--- config.mk ---
export PLATFORM = sky130hd
export DESIGN_NAME = matrix_multiply
export DESIGN_NICKNAME = d
export VERILOG_FILES = /design/src/hw/rtl/mm_pkg.sv /design/src/hw/rtl/mm_ram.sv /design/src/hw/rtl/mm_fifo.sv /design/src/hw/rtl/mm_front.sv /design/src/hw/rtl/mm_back.sv /design/src/hw/rtl/matrix_multiply.sv
export SDC_FILE = /design/constraint.sdc
export NUM_CORES = 2
export LEC_CHECK = 0
export ABC_AREA = 1
export ABC_CLOCK_PERIOD_IN_PS = 17500
export BUFFER_PORTS_ARGS = -buffer_cell sky130_fd_sc_hd__buf_4
export CORE_AREA = 10 10 451 453
export CTS_CLUSTER_DIAMETER = 80
export DETAILED_ROUTE_END_ITERATION = 10
export DIE_AREA = 0 0 461 463
export PLACE_DENSITY = 0.71
export SYNTH_ARGS = -nofsm -noshare
export SYNTH_HDL_FRONTEND = slang
export SYNTH_SLANG_ARGS = --single-unit
--- constraint.sdc ---
create_clock -name i_clk -period 17.5 [get_ports i_clk]
set_clock_uncertainty 0.15 [all_clocks]
set_input_delay 3.5 -clock i_clk [delete_from_list [all_inputs] [get_ports i_clk]]
set_output_delay 3.5 -clock i_clk [all_outputs]
set_load 0.005 [all_outputs]
--- src/hw/rtl/mm_pkg.sv ---
// Shared types, constants and helpers for the matrix multiply block.
package mm_pkg;

    localparam int MAX_DIM_DEF = 8;
    localparam int DIM_W       = 4;
    localparam int CMD_W       = 2;
    localparam int IDX_W       = 3;
    localparam int VAL_W       = 16;
    localparam int PROD_W      = 32;
    localparam int RES_W       = 35;
    localparam int CFG_IDX_W   = 2;
    localparam int S_TDATA_W   = 24;
    localparam int M_TDATA_W   = 48;
    localparam int QUEUE_DEPTH = 4;

    localparam logic [DIM_W-1:0] DIM_RESET = DIM_W'(8);

    typedef enum logic [CMD_W-1:0] {
        CMD_WR_A  = 2'd0,
        CMD_WR_B  = 2'd1,
        CMD_START = 2'd2
    } t_cmd;

    typedef enum logic [CFG_IDX_W-1:0] {
        CFG_ROW_COUNT   = 2'd0,
        CFG_INNER_COUNT = 2'd1,
        CFG_COL_COUNT   = 2'd2
    } t_cfg_idx;

    typedef enum logic [1:0] {
        OP_WR_A,
        OP_WR_B,
        OP_START
    } t_kind;

    typedef struct packed {
        t_kind              kind;
        logic [IDX_W-1:0]   row;
        logic [IDX_W-1:0]   col;
        logic [VAL_W-1:0]   value;
    } t_op;

    typedef struct packed {
        logic [DIM_W-1:0] row_count;
        logic [DIM_W-1:0] inner_count;
        logic [DIM_W-1:0] col_count;
    } t_dims;

    typedef struct packed {
        logic [IDX_W-1:0]        out_row;
        logic [IDX_W-1:0]        out_col;
        logic signed [RES_W-1:0] result_value;
        logic                    last;
    } t_result;

    // Zero reads as one, anything above max_dim reads as max_dim.
    function automatic logic [DIM_W-1:0] clamp_dim(input logic [DIM_W-1:0] raw,
                                                   input int max_dim);
        logic [DIM_W-1:0] v;
        v = raw;
        if (v == '0) begin
            v = DIM_W'(1);
        end else if (32'(v) > max_dim) begin
            v = DIM_W'(max_dim);
        end
        return v;
    endfunction

endpackage

--- src/hw/rtl/mm_ram.sv ---
// Generic single-write, single-read RAM with registered read data.
module mm_ram #(
    parameter int WIDTH = 16,
    parameter int DEPTH = 64
) (
    input  logic                                  i_clk,
    input  logic                                  i_we,
    input  logic [((DEPTH > 1) ? $clog2(DEPTH) : 1)-1:0] i_waddr,
    input  logic [WIDTH-1:0]                      i_wdata,
    input  logic                                  i_re,
    input  logic [((DEPTH > 1) ? $clog2(DEPTH) : 1)-1:0] i_raddr,
    output logic [WIDTH-1:0]                      o_rdata
);

    logic [WIDTH-1:0] r_mem [DEPTH];
    logic [WIDTH-1:0] r_rdata;

    always_ff @(posedge i_clk) begin
        if (i_we) begin
            r_mem[i_waddr] <= i_wdata;
        end
        if (i_re) begin
            r_rdata <= r_mem[i_raddr];
        end
    end

    assign o_rdata = r_rdata;

endmodule

--- src/hw/rtl/mm_fifo.sv ---
// Small command queue between the front and back parts.
module mm_fifo #(
    parameter int DEPTH = mm_pkg::QUEUE_DEPTH
) (
    input  logic        i_clk,
    input  logic        i_rst_n,
    input  logic        i_push,
    input  mm_pkg::t_op i_data,
    output logic        o_full,
    input  logic        i_pop,
    output logic        o_valid,
    output mm_pkg::t_op o_data
);
    import mm_pkg::*;

    localparam int PW = (DEPTH > 1) ? $clog2(DEPTH) : 1;

    t_op             r_mem [DEPTH];
    logic [PW-1:0]   r_wr_ptr;
    logic [PW-1:0]   r_rd_ptr;
    logic [PW:0]     r_count;
    logic            do_push;
    logic            do_pop;

    assign o_full  = (r_count == (PW+1)'(DEPTH));
    assign o_valid = (r_count != '0);
    assign o_data  = r_mem[r_rd_ptr];
    assign do_push = i_push && !o_full;
    assign do_pop  = i_pop && o_valid;

    always_ff @(posedge i_clk) begin
        if (!i_rst_n) begin
            r_wr_ptr <= '0;
            r_rd_ptr <= '0;
            r_count  <= '0;
        end else begin
            if (do_push) begin
                r_wr_ptr <= (r_wr_ptr == PW'(DEPTH - 1)) ? '0 : r_wr_ptr + PW'(1);
            end
            if (do_pop) begin
                r_rd_ptr <= (r_rd_ptr == PW'(DEPTH - 1)) ? '0 : r_rd_ptr + PW'(1);
            end
            if (do_push && !do_pop) begin
                r_count <= r_count + (PW+1)'(1);
            end else if (do_pop && !do_push) begin
                r_count <= r_count - (PW+1)'(1);
            end
        end
    end

    always_ff @(posedge i_clk) begin
        if (do_push) begin
            r_mem[r_wr_ptr] <= i_data;
        end
    end

endmodule

--- src/hw/rtl/mm_front.sv ---
// Front part: accepts input transfers, decodes them and queues valid operations.
module mm_front #(
    parameter int MAX_DIM = mm_pkg::MAX_DIM_DEF
) (
    input  logic                      i_clk,
    input  logic                      i_rst_n,
    input  logic                      i_valid,
    output logic                      o_ready,
    input  logic [mm_pkg::CMD_W-1:0]  i_command,
    input  logic [mm_pkg::IDX_W-1:0]  i_row,
    input  logic [mm_pkg::IDX_W-1:0]  i_col,
    input  logic [mm_pkg::VAL_W-1:0]  i_value,
    input  logic                      i_pop,
    output logic                      o_op_valid,
    output mm_pkg::t_op               o_op
);
    import mm_pkg::*;

    logic in_range;
    logic keep;
    logic full;
    t_op  op;

    assign in_range = (32'(i_row) < MAX_DIM) && (32'(i_col) < MAX_DIM);

    always_comb begin
        op.row   = i_row;
        op.col   = i_col;
        op.value = i_value;
        op.kind  = OP_START;
        keep     = 1'b0;
        unique case (i_command)
            CMD_WR_A: begin
                op.kind = OP_WR_A;
                keep    = in_range;
            end
            CMD_WR_B: begin
                op.kind = OP_WR_B;
                keep    = in_range;
            end
            CMD_START: begin
                op.kind = OP_START;
                keep    = 1'b1;
            end
            default: begin
                keep = 1'b0;
            end
        endcase
    end

    // Dropped items are still taken so the stream keeps moving.
    assign o_ready = !full;

    mm_fifo #(
        .DEPTH (QUEUE_DEPTH)
    ) u_fifo (
        .i_clk   (i_clk),
        .i_rst_n (i_rst_n),
        .i_push  (i_valid && o_ready && keep),
        .i_data  (op),
        .o_full  (full),
        .i_pop   (i_pop),
        .o_valid (o_op_valid),
        .o_data  (o_op)
    );

endmodule

--- src/hw/rtl/mm_back.sv ---
// Back part: element stores, index sequencer, multiply-accumulate pipeline.
module mm_back #(
    parameter int MAX_DIM = mm_pkg::MAX_DIM_DEF
) (
    input  logic            i_clk,
    input  logic            i_rst_n,
    input  logic            i_op_valid,
    input  mm_pkg::t_op     i_op,
    output logic            o_op_pop,
    input  mm_pkg::t_dims   i_dims,
    output logic            o_res_valid,
    input  logic            i_res_ready,
    output mm_pkg::t_result o_res
);
    import mm_pkg::*;

    localparam int DW = (MAX_DIM > 1) ? $clog2(MAX_DIM) : 1;
    localparam int SD = MAX_DIM * MAX_DIM;
    localparam int AW = (SD > 1) ? $clog2(SD) : 1;

    typedef struct packed {
        logic             first;
        logic             last_k;
        logic             last_out;
        logic [IDX_W-1:0] row;
        logic [IDX_W-1:0] col;
    } t_tag;

    logic                     stall;
    logic                     pop;
    logic                     start;
    logic                     issue;
    logic                     k_end;
    logic                     j_end;
    logic                     i_end;
    logic [AW-1:0]            waddr;
    logic [AW-1:0]            raddr_a;
    logic [AW-1:0]            raddr_b;
    logic [VAL_W-1:0]         rdata_a;
    logic [VAL_W-1:0]         rdata_b;
    t_tag                     tag;
    logic signed [RES_W-1:0]  sum;

    logic                     r_busy, n_busy;
    logic [DW-1:0]            r_i, n_i;
    logic [DW-1:0]            r_j, n_j;
    logic [DW-1:0]            r_k, n_k;
    logic [DW-1:0]            r_i_last, n_i_last;
    logic [DW-1:0]            r_j_last, n_j_last;
    logic [DW-1:0]            r_k_last, n_k_last;
    logic                     r_v1;
    t_tag                     r_t1;
    logic                     r_v2;
    t_tag                     r_t2;
    logic signed [PROD_W-1:0] r_prod;
    logic signed [RES_W-1:0]  r_acc;
    logic                     r_res_valid;
    t_result                  r_res;

    assign stall = r_res_valid && !i_res_ready;
    assign pop   = i_op_valid && !r_busy && !stall;
    assign start = pop && (i_op.kind == OP_START);
    assign issue = r_busy && !stall;
    assign k_end = (r_k == r_k_last);
    assign j_end = (r_j == r_j_last);
    assign i_end = (r_i == r_i_last);

    assign waddr   = AW'(i_op.row) * AW'(MAX_DIM) + AW'(i_op.col);
    assign raddr_a = AW'(r_i) * AW'(MAX_DIM) + AW'(r_k);
    assign raddr_b = AW'(r_k) * AW'(MAX_DIM) + AW'(r_j);

    assign tag.first    = (r_k == '0);
    assign tag.last_k   = k_end;
    assign tag.last_out = k_end && j_end && i_end;
    assign tag.row      = IDX_W'(r_i);
    assign tag.col      = IDX_W'(r_j);

    always_comb begin
        n_busy   = r_busy;
        n_i      = r_i;
        n_j      = r_j;
        n_k      = r_k;
        n_i_last = r_i_last;
        n_j_last = r_j_last;
        n_k_last = r_k_last;
        if (start) begin
            n_busy   = 1'b1;
            n_i      = '0;
            n_j      = '0;
            n_k      = '0;
            n_i_last = DW'(i_dims.row_count - DIM_W'(1));
            n_j_last = DW'(i_dims.col_count - DIM_W'(1));
            n_k_last = DW'(i_dims.inner_count - DIM_W'(1));
        end else if (issue) begin
            if (!k_end) begin
                n_k = r_k + DW'(1);
            end else begin
                n_k = '0;
                if (!j_end) begin
                    n_j = r_j + DW'(1);
                end else begin
                    n_j = '0;
                    if (!i_end) begin
                        n_i = r_i + DW'(1);
                    end else begin
                        n_busy = 1'b0;
                    end
                end
            end
        end
    end

    mm_ram #(
        .WIDTH (VAL_W),
        .DEPTH (SD)
    ) u_store_a (
        .i_clk   (i_clk),
        .i_we    (pop && (i_op.kind == OP_WR_A)),
        .i_waddr (waddr),
        .i_wdata (i_op.value),
        .i_re    (!stall),
        .i_raddr (raddr_a),
        .o_rdata (rdata_a)
    );

    mm_ram #(
        .WIDTH (VAL_W),
        .DEPTH (SD)
    ) u_store_b (
        .i_clk   (i_clk),
        .i_we    (pop && (i_op.kind == OP_WR_B)),
        .i_waddr (waddr),
        .i_wdata (i_op.value),
        .i_re    (!stall),
        .i_raddr (raddr_b),
        .o_rdata (rdata_b)
    );

    assign sum = (r_t2.first ? RES_W'(0) : r_acc) + RES_W'(r_prod);

    always_ff @(posedge i_clk) begin
        if (!i_rst_n) begin
            r_busy      <= 1'b0;
            r_v1        <= 1'b0;
            r_v2        <= 1'b0;
            r_res_valid <= 1'b0;
        end else begin
            r_busy <= n_busy;
            if (!stall) begin
                r_v1        <= issue;
                r_v2        <= r_v1;
                r_res_valid <= r_v2 && r_t2.last_k;
            end
        end
    end

    always_ff @(posedge i_clk) begin
        r_i      <= n_i;
        r_j      <= n_j;
        r_k      <= n_k;
        r_i_last <= n_i_last;
        r_j_last <= n_j_last;
        r_k_last <= n_k_last;
        if (!stall) begin
            r_t1   <= tag;
            r_t2   <= r_t1;
            r_prod <= $signed(rdata_a) * $signed(rdata_b);
            if (r_v2) begin
                r_acc <= sum;
            end
            if (r_v2 && r_t2.last_k) begin
                r_res.out_row      <= r_t2.row;
                r_res.out_col      <= r_t2.col;
                r_res.result_value <= sum;
                r_res.last         <= r_t2.last_out;
            end
        end
    end

    assign o_op_pop    = pop;
    assign o_res_valid = r_res_valid;
    assign o_res       = r_res;

endmodule

--- src/hw/rtl/matrix_multiply.sv ---
// Top level: C = A x B over signed Q8.8 elements with exact Q19.16 results.
// Load transfers: one per cycle while the four deep queue is not full; the back part takes loads only while
//   no product is running. Start: results come out row by row, one per output element, with one read of
//   each store per cycle while the output is not stalled.
// Reset (synchronous, active low) clears control and sets all dimensions to 8;
//   the element stores keep their contents and are not cleared.
module matrix_multiply #(
    parameter int MAX_DIM = mm_pkg::MAX_DIM_DEF
) (
    input  logic                            i_clk,
    input  logic                            i_rst_n,
    input  logic                            i_s_axis_tvalid,
    output logic                            o_s_axis_tready,
    // row[2:0], col[5:3], value[21:6], zero pad
    input  logic [mm_pkg::S_TDATA_W-1:0]    i_s_axis_tdata,
    // command[1:0]
    input  logic [mm_pkg::CMD_W-1:0]        i_s_axis_tuser,
    output logic                            o_m_axis_tvalid,
    input  logic                            i_m_axis_tready,
    // out_row[2:0], out_col[5:3], result_value[40:6], zero pad
    output logic [mm_pkg::M_TDATA_W-1:0]    o_m_axis_tdata,
    output logic                            o_m_axis_tlast,
    input  logic                            i_cfg_valid,
    output logic                            o_cfg_ready,
    input  logic [mm_pkg::CFG_IDX_W-1:0]    i_cfg_index,
    input  logic [mm_pkg::DIM_W-1:0]        i_cfg_data
);
    import mm_pkg::*;

    logic [DIM_W-1:0] r_row_count;
    logic [DIM_W-1:0] r_inner_count;
    logic [DIM_W-1:0] r_col_count;
    t_dims            dims;
    logic             op_valid;
    t_op              op;
    logic             op_pop;
    t_result          res;

    assign o_cfg_ready = 1'b1;

    always_ff @(posedge i_clk) begin
        if (!i_rst_n) begin
            r_row_count   <= DIM_RESET;
            r_inner_count <= DIM_RESET;
            r_col_count   <= DIM_RESET;
        end else if (i_cfg_valid) begin
            unique case (i_cfg_index)
                CFG_ROW_COUNT:   r_row_count   <= i_cfg_data;
                CFG_INNER_COUNT: r_inner_count <= i_cfg_data;
                CFG_COL_COUNT:   r_col_count   <= i_cfg_data;
                default: begin
                end
            endcase
        end
    end

    assign dims.row_count   = clamp_dim(r_row_count, MAX_DIM);
    assign dims.inner_count = clamp_dim(r_inner_count, MAX_DIM);
    assign dims.col_count   = clamp_dim(r_col_count, MAX_DIM);

    mm_front #(
        .MAX_DIM (MAX_DIM)
    ) u_front (
        .i_clk      (i_clk),
        .i_rst_n    (i_rst_n),
        .i_valid    (i_s_axis_tvalid),
        .o_ready    (o_s_axis_tready),
        .i_command  (i_s_axis_tuser),
        .i_row      (i_s_axis_tdata[IDX_W-1:0]),
        .i_col      (i_s_axis_tdata[2*IDX_W-1:IDX_W]),
        .i_value    (i_s_axis_tdata[2*IDX_W+VAL_W-1:2*IDX_W]),
        .i_pop      (op_pop),
        .o_op_valid (op_valid),
        .o_op       (op)
    );

    mm_back #(
        .MAX_DIM (MAX_DIM)
    ) u_back (
        .i_clk       (i_clk),
        .i_rst_n     (i_rst_n),
        .i_op_valid  (op_valid),
        .i_op        (op),
        .o_op_pop    (op_pop),
        .i_dims      (dims),
        .o_res_valid (o_m_axis_tvalid),
        .i_res_ready (i_m_axis_tready),
        .o_res       (res)
    );

    assign o_m_axis_tdata = {(M_TDATA_W - 2*IDX_W - RES_W)'(0), res.result_value,
                             res.out_col, res.out_row};
    assign o_m_axis_tlast = res.last;

endmodule

# Word level (Yosys, flattened, before mapping)

Memory sizes are Yosys's and may differ from the RTL's. A register that Yosys moved wholly into a read port is not among the register bits.
Cells that the tools add are included.

$add $sub $neg: 14
Multiply operators: 1
Order comparisons: 3
Eq/ne operators: 12
Mux-type cells: 28
Bitwise operators: 2
Reductions and logical operators: 46

Operators with widths:

| cell                                                                | number |
|---|---|
| 35-bit by 32-bit adder with 35-bit output                           | 1 |
| 35-bit 2-to-1 mux                                                   | 1 |
| 16-bit by 16-bit multiplier with 32-bit output                      | 1 |
| 3-bit 2-to-1 mux                                                    | 10 |
| 6-bit by 3-bit adder with 6-bit output                              | 3 |
| 1-bit logical AND                                                   | 16 |
| 3-bit by 1-bit adder with 3-bit output (second input constant)      | 4 |
| 4-bit greater-than comparator (second input constant)               | 3 |
| 4-bit zero test                                                     | 3 |
| 1-bit 2-to-1 mux                                                    | 12 |
| 2-bit AND reduction                                                 | 6 |
| 3-bit by 1-bit subtractor with 3-bit output (second input constant) | 4 |
| 2-bit == test (second input constant)                               | 5 |
| 2-bit nonzero test                                                  | 5 |
| 3-bit == test                                                       | 3 |
| 1-bit zero test                                                     | 8 |
| 2-bit 2-to-1 mux                                                    | 4 |
| 4-bit AND reduction                                                 | 2 |
| 2-bit by 1-bit == test with 1-bit output (second input constant)    | 3 |
| 2-bit zero test                                                     | 3 |
| 2-bit by 1-bit adder with 2-bit output (second input constant)      | 2 |
| 2-bit one-hot mux with 2 select lines                               | 1 |
| 3-bit == test (second input constant)                               | 1 |
| 3-bit zero test                                                     | 1 |
| 3 further kinds                                                     | 4 |

Bits in registers: 168
Bits in writable memories: 2144
Bits of input ports: 37
Output and inout bits: 52
Word-level logic and storage cells: 141
Memories kept: 3

Memory list:

| memory                 | words | width | rd ports | clocked after Yosys merged registers in | wr ports | line          | RTL |
|---|---|---|---|---|---|---|---|
| u_back.u_store_a.r_mem | 64    | 16    | 1        | 1                                       | 1        | mm_ram.sv:15  | `logic [WIDTH-1:0] r_mem [DEPTH];` |
| u_back.u_store_b.r_mem | 64    | 16    | 1        | 1                                       | 1        | mm_ram.sv:15  |  |
| u_front.u_fifo.r_mem   | 4     | 24    | 1        | 1                                       | 1        | mm_fifo.sv:18 | `t_op r_mem [DEPTH];` |

# Logic depth before layout (Yosys ltp)

Word-level depth: 9
Mapped depth: 26
Gate-level depth less buffers: 24

# By module

A second synthesis with hierarchy kept.

Cells, all modules: 9732
Area, all modules: 107981.1 µm²

By module, submodules not included:

| module          | instances | cells each | area an instance (µm²) | sequential area each (µm²) |
|---|---|---|---|---|
| mm_ram          | 2         | 3517       | 42259.3                | 31230.0 |
| mm_back         | 1         | 2286       | 18536.5                | 4344.2 |
| mm_fifo         | 1         | 303        | 4222.8                 | 3062.9 |
| matrix_multiply | 1         | 101        | 666.9                  | 240.2 |
| mm_front        | 1         | 8          | 36.3                   | 0.0 |

# Worst setup path before layout

OpenSTA, ideal clock, no wires.

Path kind: input-to-reg
From: in i_m_axis_tready
To: reg u_back.r_res (netlist bit u_back.o_res[0]), enable pin
Setup time: 441 ps
Arrival: 5370 ps
Required time: 16909 ps
Setup slack: 11538 ps
Stages: 2
Buffers on the path: 0
Path through: nor2_1 nor2_1

Word-level cells in the longest chain between the ends: 4

Ends and longest elaborated chain:

| what                                 | line                  | RTL |
|---|---|---|
| start: declaration                   | matrix_multiply.sv:19 | `input logic i_m_axis_tready,` |
| 1-bit zero test                      | mm_back.sv:60         | `assign stall = r_res_valid && !i_res_ready;` |
| 1-bit logical AND                    | mm_back.sv:60         |  |
| 1-bit NOT (no source line)           | -                     |  |
| 2-bit AND reduction (no source line) | -                     |  |
| end: declaration                     | mm_back.sv:58         | `t_result r_res;` |

No other way between the ends.
A chain may end at the register's enable or synchronous reset.

# Final worst setup path

From: reg u_back.u_store_b.r_rdata[1] (netlist: u_back.u_store_b.o_rdata[1]), read port of u_back.u_store_b.r_mem
To: reg u_back.r_prod[31], data pin

Word-level cells in the longest chain between the ends: 1

Ends and longest elaborated chain:

| what                                           | line           | RTL |
|---|---|---|
| start: declaration                             | mm_ram.sv:16   | `logic [WIDTH-1:0] r_rdata;` |
| 16-bit by 16-bit multiplier with 32-bit output | mm_back.sv:167 | `r_prod <= $signed(rdata_a) * $signed(rdata_b);` |
| end signal: assignment                         | mm_back.sv:167 |  |
| end: declaration                               | mm_back.sv:55  | `logic signed [PROD_W-1:0] r_prod;` |

No other way between the ends.

==> results list <==
- For the worst flop-to-flop path, the logic depth is 20.
- The clock period could shrink to 6.621 ns.
- Std cell rows: 162
- In the post-synthesis netlist, the cell with the most instances is sky130_fd_sc_hd__nand2_1.
* Grt met3 use: 0.03869
- Number of routed nets with antenna violations: 0
* Reg2reg setup slack: between 10 and 15 ns
* Post-synth EDFFs: 2312
* Busiest layer in global routing: met2
- The tool flagged a number of max-cap violations equal to 0.
- Top cells by area, synth: sky130_fd_sc_hd__edfxtp_1 65%, sky130_fd_sc_hd__nand2_1 11%, sky130_fd_sc_hd__nand3_1 9.0%
- Number of antenna violations at the first check in global routing: 3
- Summed over all layers, the routed wires come to 272.5 mm.
- For the worst-skew pair, the clock arrives at the later sink with an insertion delay of 0.88 ns.
- The cell count after synthesis came out at 9606.
* DRC viols: 0
* Input/output buffers: 78
- The Yosys step of the flow raised 0 warnings.
* Final net count: 10010
* CTS tree: done
- Max frequency: roughly 150 MHz
- Among all flip-flop cells after synthesis, the most frequent one is sky130_fd_sc_hd__edfxtp_1.
* Post-Synthesis Mean Instance Area: 11.08 sq um
- Setup-failing EPs final: 0
* Number of global-route vias before repair: 69390
- RSZ-0062 raised after global routing: false
* Number of fillers in the final layout: 14920
* Required time worst endpoint: between 15 and 20 ns
- For hold timing, the worst endpoint is u_back.r_t2[3]$_DFFE_PN_.
- Of the post-synthesis cell area, the dominant cell type holds 0.6523.
- The setup path with the least slack is of type flip-flop to flip-flop.
* Fin. Hold Viols: 0
- For this run the aggregate overflow at the end of global routing stands at 0.
- In this run the standard cell core region covers 194200 sq um.
- HP Start: u_back.r_t1[3]$_DFFE_PN_
* Worst min path class: flip-flop to flip-flop
- Count of boundary I/O pins: 89
* Share of the yosys chip area belonging to registers: 0.6587
- Capturing element type of the critical path: flip-flop
- The worst register-to-register path begins at u_back.u_store_b.o_rdata[1]$_DFFE_PN_.
- Final period utilization: 0.3783
- The number of clock buffers added by TritonCTS is 228.
* Share of layout cells above drive strength 1: 0.06948
- Endpoint of the lowest-slack register-to-register path: u_back.r_prod[31]$_DFFE_PN_
- The clock passes through at most 3 buffers.
* Clock root cell: sky130_fd_sc_hd__clkbuf_16
* Worst Hold Depth: 0
* Final TNS setup: 0 ns
* Die height: around 460 um
- STA classifies the critical path startpoint as a flip-flop.
- Count of cell types in the netlist: 40
- For met2 alone, demand over resource in global routing was 0.4079.
* Synth cell count leaders: 3111 x sky130_fd_sc_hd__nand2_1, 2312 x sky130_fd_sc_hd__edfxtp_1, 1907 x sky130_fd_sc_hd__nand3_1
- The area growth from synthesis to layout is 10.01%.
- Summing every instance area after synthesis gives 106400 sq um.
- Across every metal layer, demand over resource in global routing totals 0.2491.
* Register bit total from synthesis: about 2300
* Slew at the pin with the worst max-slew slack: 1.368 ns
* Total number of clock tree sinks: 2346
* Fin. max-slew vios: 0
* Outcome: complete, no violations
- Once the clock tree was built, the setup fixing pass inserted 0 buffers.
- Die X: ~460 um
- Clock-pin slew was measured on the worst setup and hold paths at 0.06 ns.
* Met1 layer usage reported by global route: 0.3370
* Post-DP HPWL: 158.6 mm
- Fraction of synthesis flops using an asynchronous set or reset pin: 0
- The detailed router finished its first iteration with 8303 violations.
- H-Tree Depth: 4
* Total number of vias: 71620
- Count of hold buffers inserted by post-cts repair: 0
- First-pass GRT wire length: 410.7 mm
* Relative max-transition margin: 0.08827
* Count of instances resized after the clock tree is built: 0
- The synthesized design spends more area on one cell type than any other, namely sky130_fd_sc_hd__edfxtp_1.
- Arrival time of the worst setup path: just over 7 ns
- Critical-path maximum fanout: 16
- Final Wtd Congestion: 0.9381
* TritonRoute pass-1 iters: 8
- Largest net degree at the start of global routing: ~220
* Floorplan die area: roughly 210000 sq um
- Effective utilization at floorplan: 0.5481
- Dividing the detail-routed wire length by the instance count gives ~22 um.
- Routed vias/inst: between 5 and 6
-- layout make-up --
cell class              instances  area [sq um]  area share
flip-flops and latches       2346         70130      0.5990
diodes                          5         12.51   0.0001069
inverters                     630          2414     0.02061
repair buffers                280          2152     0.01838
multi-input cells            6091         31840      0.2719
clock buffers                 274          5942     0.05075
clock inverters               152          1419     0.01212
well taps                    2542          3181     0.02716
-- per-stage QoR --
stage / cell area (sq um) / util / worst slack [ns] / hold slack, ns / std cells
6_report: 117100 / 0.6030 / 10.88 / 0.2662 / 12320
5_1_grt: 117100 / 0.6029 / 10.52 / 0.2730 / 12320
4_1_cts: 117100 / 0.6029 / 10.98 / 0.2556 / 12320
3_5_place_dp: 109700 / 0.5650 / 10.87 / 0.2545 / 11890
3_3_place_gp: 109700 / 0.5650 / 10.96 / 0.2504 / 11890
2_1_floorplan: 106500 / - / 11.54 / 0.2503 / 9612
-- state kept, by name, summed over array words and instances (netlist names), 4 cells and up, named ones only --
signal / count
u_back.u_store_a.o_rdata: 16
r_row_count: 4
u_back.u_store_b.r_mem: 1024
u_front.u_fifo.r_mem: 96
u_back.r_t1: 9
u_back.r_prod: 32
u_back.u_store_a.r_mem: 1024
u_back.o_res: 42
u_back.r_t2: 9
u_back.r_acc: 35
u_back.u_store_b.o_rdata: 16
r_inner_count: 4
r_col_count: 4
-- logic make-up after synthesis --
kind of cell	count (synthesis)	synth area share
fa+ha+maj	393	0.06482
xor+xnor	59	0.004855
other cells	2	0.00007056
simple gates	5430	0.2160
flops	2346	0.6587
buf+inv	1175	0.04497
compound gates	201	0.01065
-- worst max-delay path, cell delays in order (launching register included) --
cell and delay [ns]:
sky130_fd_sc_hd__edfxtp_1 0.86, sky130_fd_sc_hd__nand2_1 0.20, sky130_fd_sc_hd__inv_1 0.18, sky130_fd_sc_hd__fa_1 0.56
sky130_fd_sc_hd__fa_1 0.83, sky130_fd_sc_hd__inv_1 0.15, sky130_fd_sc_hd__fa_1 0.50, sky130_fd_sc_hd__inv_1 0.06
sky130_fd_sc_hd__fa_1 0.55, sky130_fd_sc_hd__fa_1 0.43, sky130_fd_sc_hd__fa_1 0.45, sky130_fd_sc_hd__ha_1 0.39
sky130_fd_sc_hd__nand2_1 0.12, sky130_fd_sc_hd__nor2_1 0.27, sky130_fd_sc_hd__nand2_1 0.12, sky130_fd_sc_hd__nor3_1 0.15
sky130_fd_sc_hd__nand2_1 0.08, sky130_fd_sc_hd__nand3_1 0.17, sky130_fd_sc_hd__inv_1 0.06, sky130_fd_sc_hd__nand2_1 0.06
sky130_fd_sc_hd__nand2_1 0.04
-- placed cells by master (no fill, tap or decap), types with 20 or more instances in the layout --
| cell type | Yosys | final |
|---|---|---|
| sky130_fd_sc_hd__o21ai_0 | 82 | 82 |
| sky130_fd_sc_hd__fa_1 | 264 | 264 |
| sky130_fd_sc_hd__ha_1 | 129 | 129 |
| sky130_fd_sc_hd__bufinv_16 | 0 | 20 |
| sky130_fd_sc_hd__clkbuf_16 | 0 | 231 |
| sky130_fd_sc_hd__clkinv_1 | 0 | 60 |
| sky130_fd_sc_hd__nor2_2 | 9 | 20 |
| sky130_fd_sc_hd__nor2_1 | 335 | 322 |
| sky130_fd_sc_hd__buf_4 | 12 | 276 |
| sky130_fd_sc_hd__dfxtp_1 | 34 | 27 |
| sky130_fd_sc_hd__nand2_1 | 3111 | 3111 |
| sky130_fd_sc_hd__clkinv_2 | 0 | 43 |
| sky130_fd_sc_hd__edfxtp_1 | 2312 | 2312 |
| sky130_fd_sc_hd__nand3_1 | 1907 | 1907 |
| sky130_fd_sc_hd__inv_1 | 623 | 616 |
| sky130_fd_sc_hd__xor2_1 | 41 | 41 |
| sky130_fd_sc_hd__clkbuf_1 | 225 | 43 |
| sky130_fd_sc_hd__nand4_1 | 21 | 21 |
| sky130_fd_sc_hd__nor3_1 | 25 | 25 |
| sky130_fd_sc_hd__a21oi_1 | 76 | 76 |
-- worst max-delay path by stage --
stage,endpoint,cells past startpoint,slack (ns),startpoint
2_1_floorplan,u_back.o_res[0]$_DFFE_PP_,2,11.54,i_m_axis_tready
3_3_place_gp,u_back.u_store_b.r_mem[31][10]$_DFFE_PP_,10,10.96,i_m_axis_tready
3_5_place_dp,u_back.u_store_a.r_mem[12][6]$_DFFE_PP_,9,10.87,i_m_axis_tready
4_1_cts,u_back.r_prod[31]$_DFFE_PN_,20,10.98,u_back.u_store_b.o_rdata[1]$_DFFE_PN_
5_1_grt,u_back.r_prod[31]$_DFFE_PN_,20,10.52,u_back.u_store_b.o_rdata[1]$_DFFE_PN_
6_report,u_back.r_prod[31]$_DFFE_PN_,20,10.88,u_back.u_store_b.o_rdata[1]$_DFFE_PN_
-- per-layer routing --
metal	share of wire	wire, um	vias to the layer above
met5	0	0	-
met2	0.48	130900	3629
met3	0.093	25410	540
met1	0.39	106000	34890
li1	-	-	32570
met4	0.037	10110	0
Power is not shown: default switching activity piles up to over one toggle a cycle in this logic, so the estimate is an artifact.
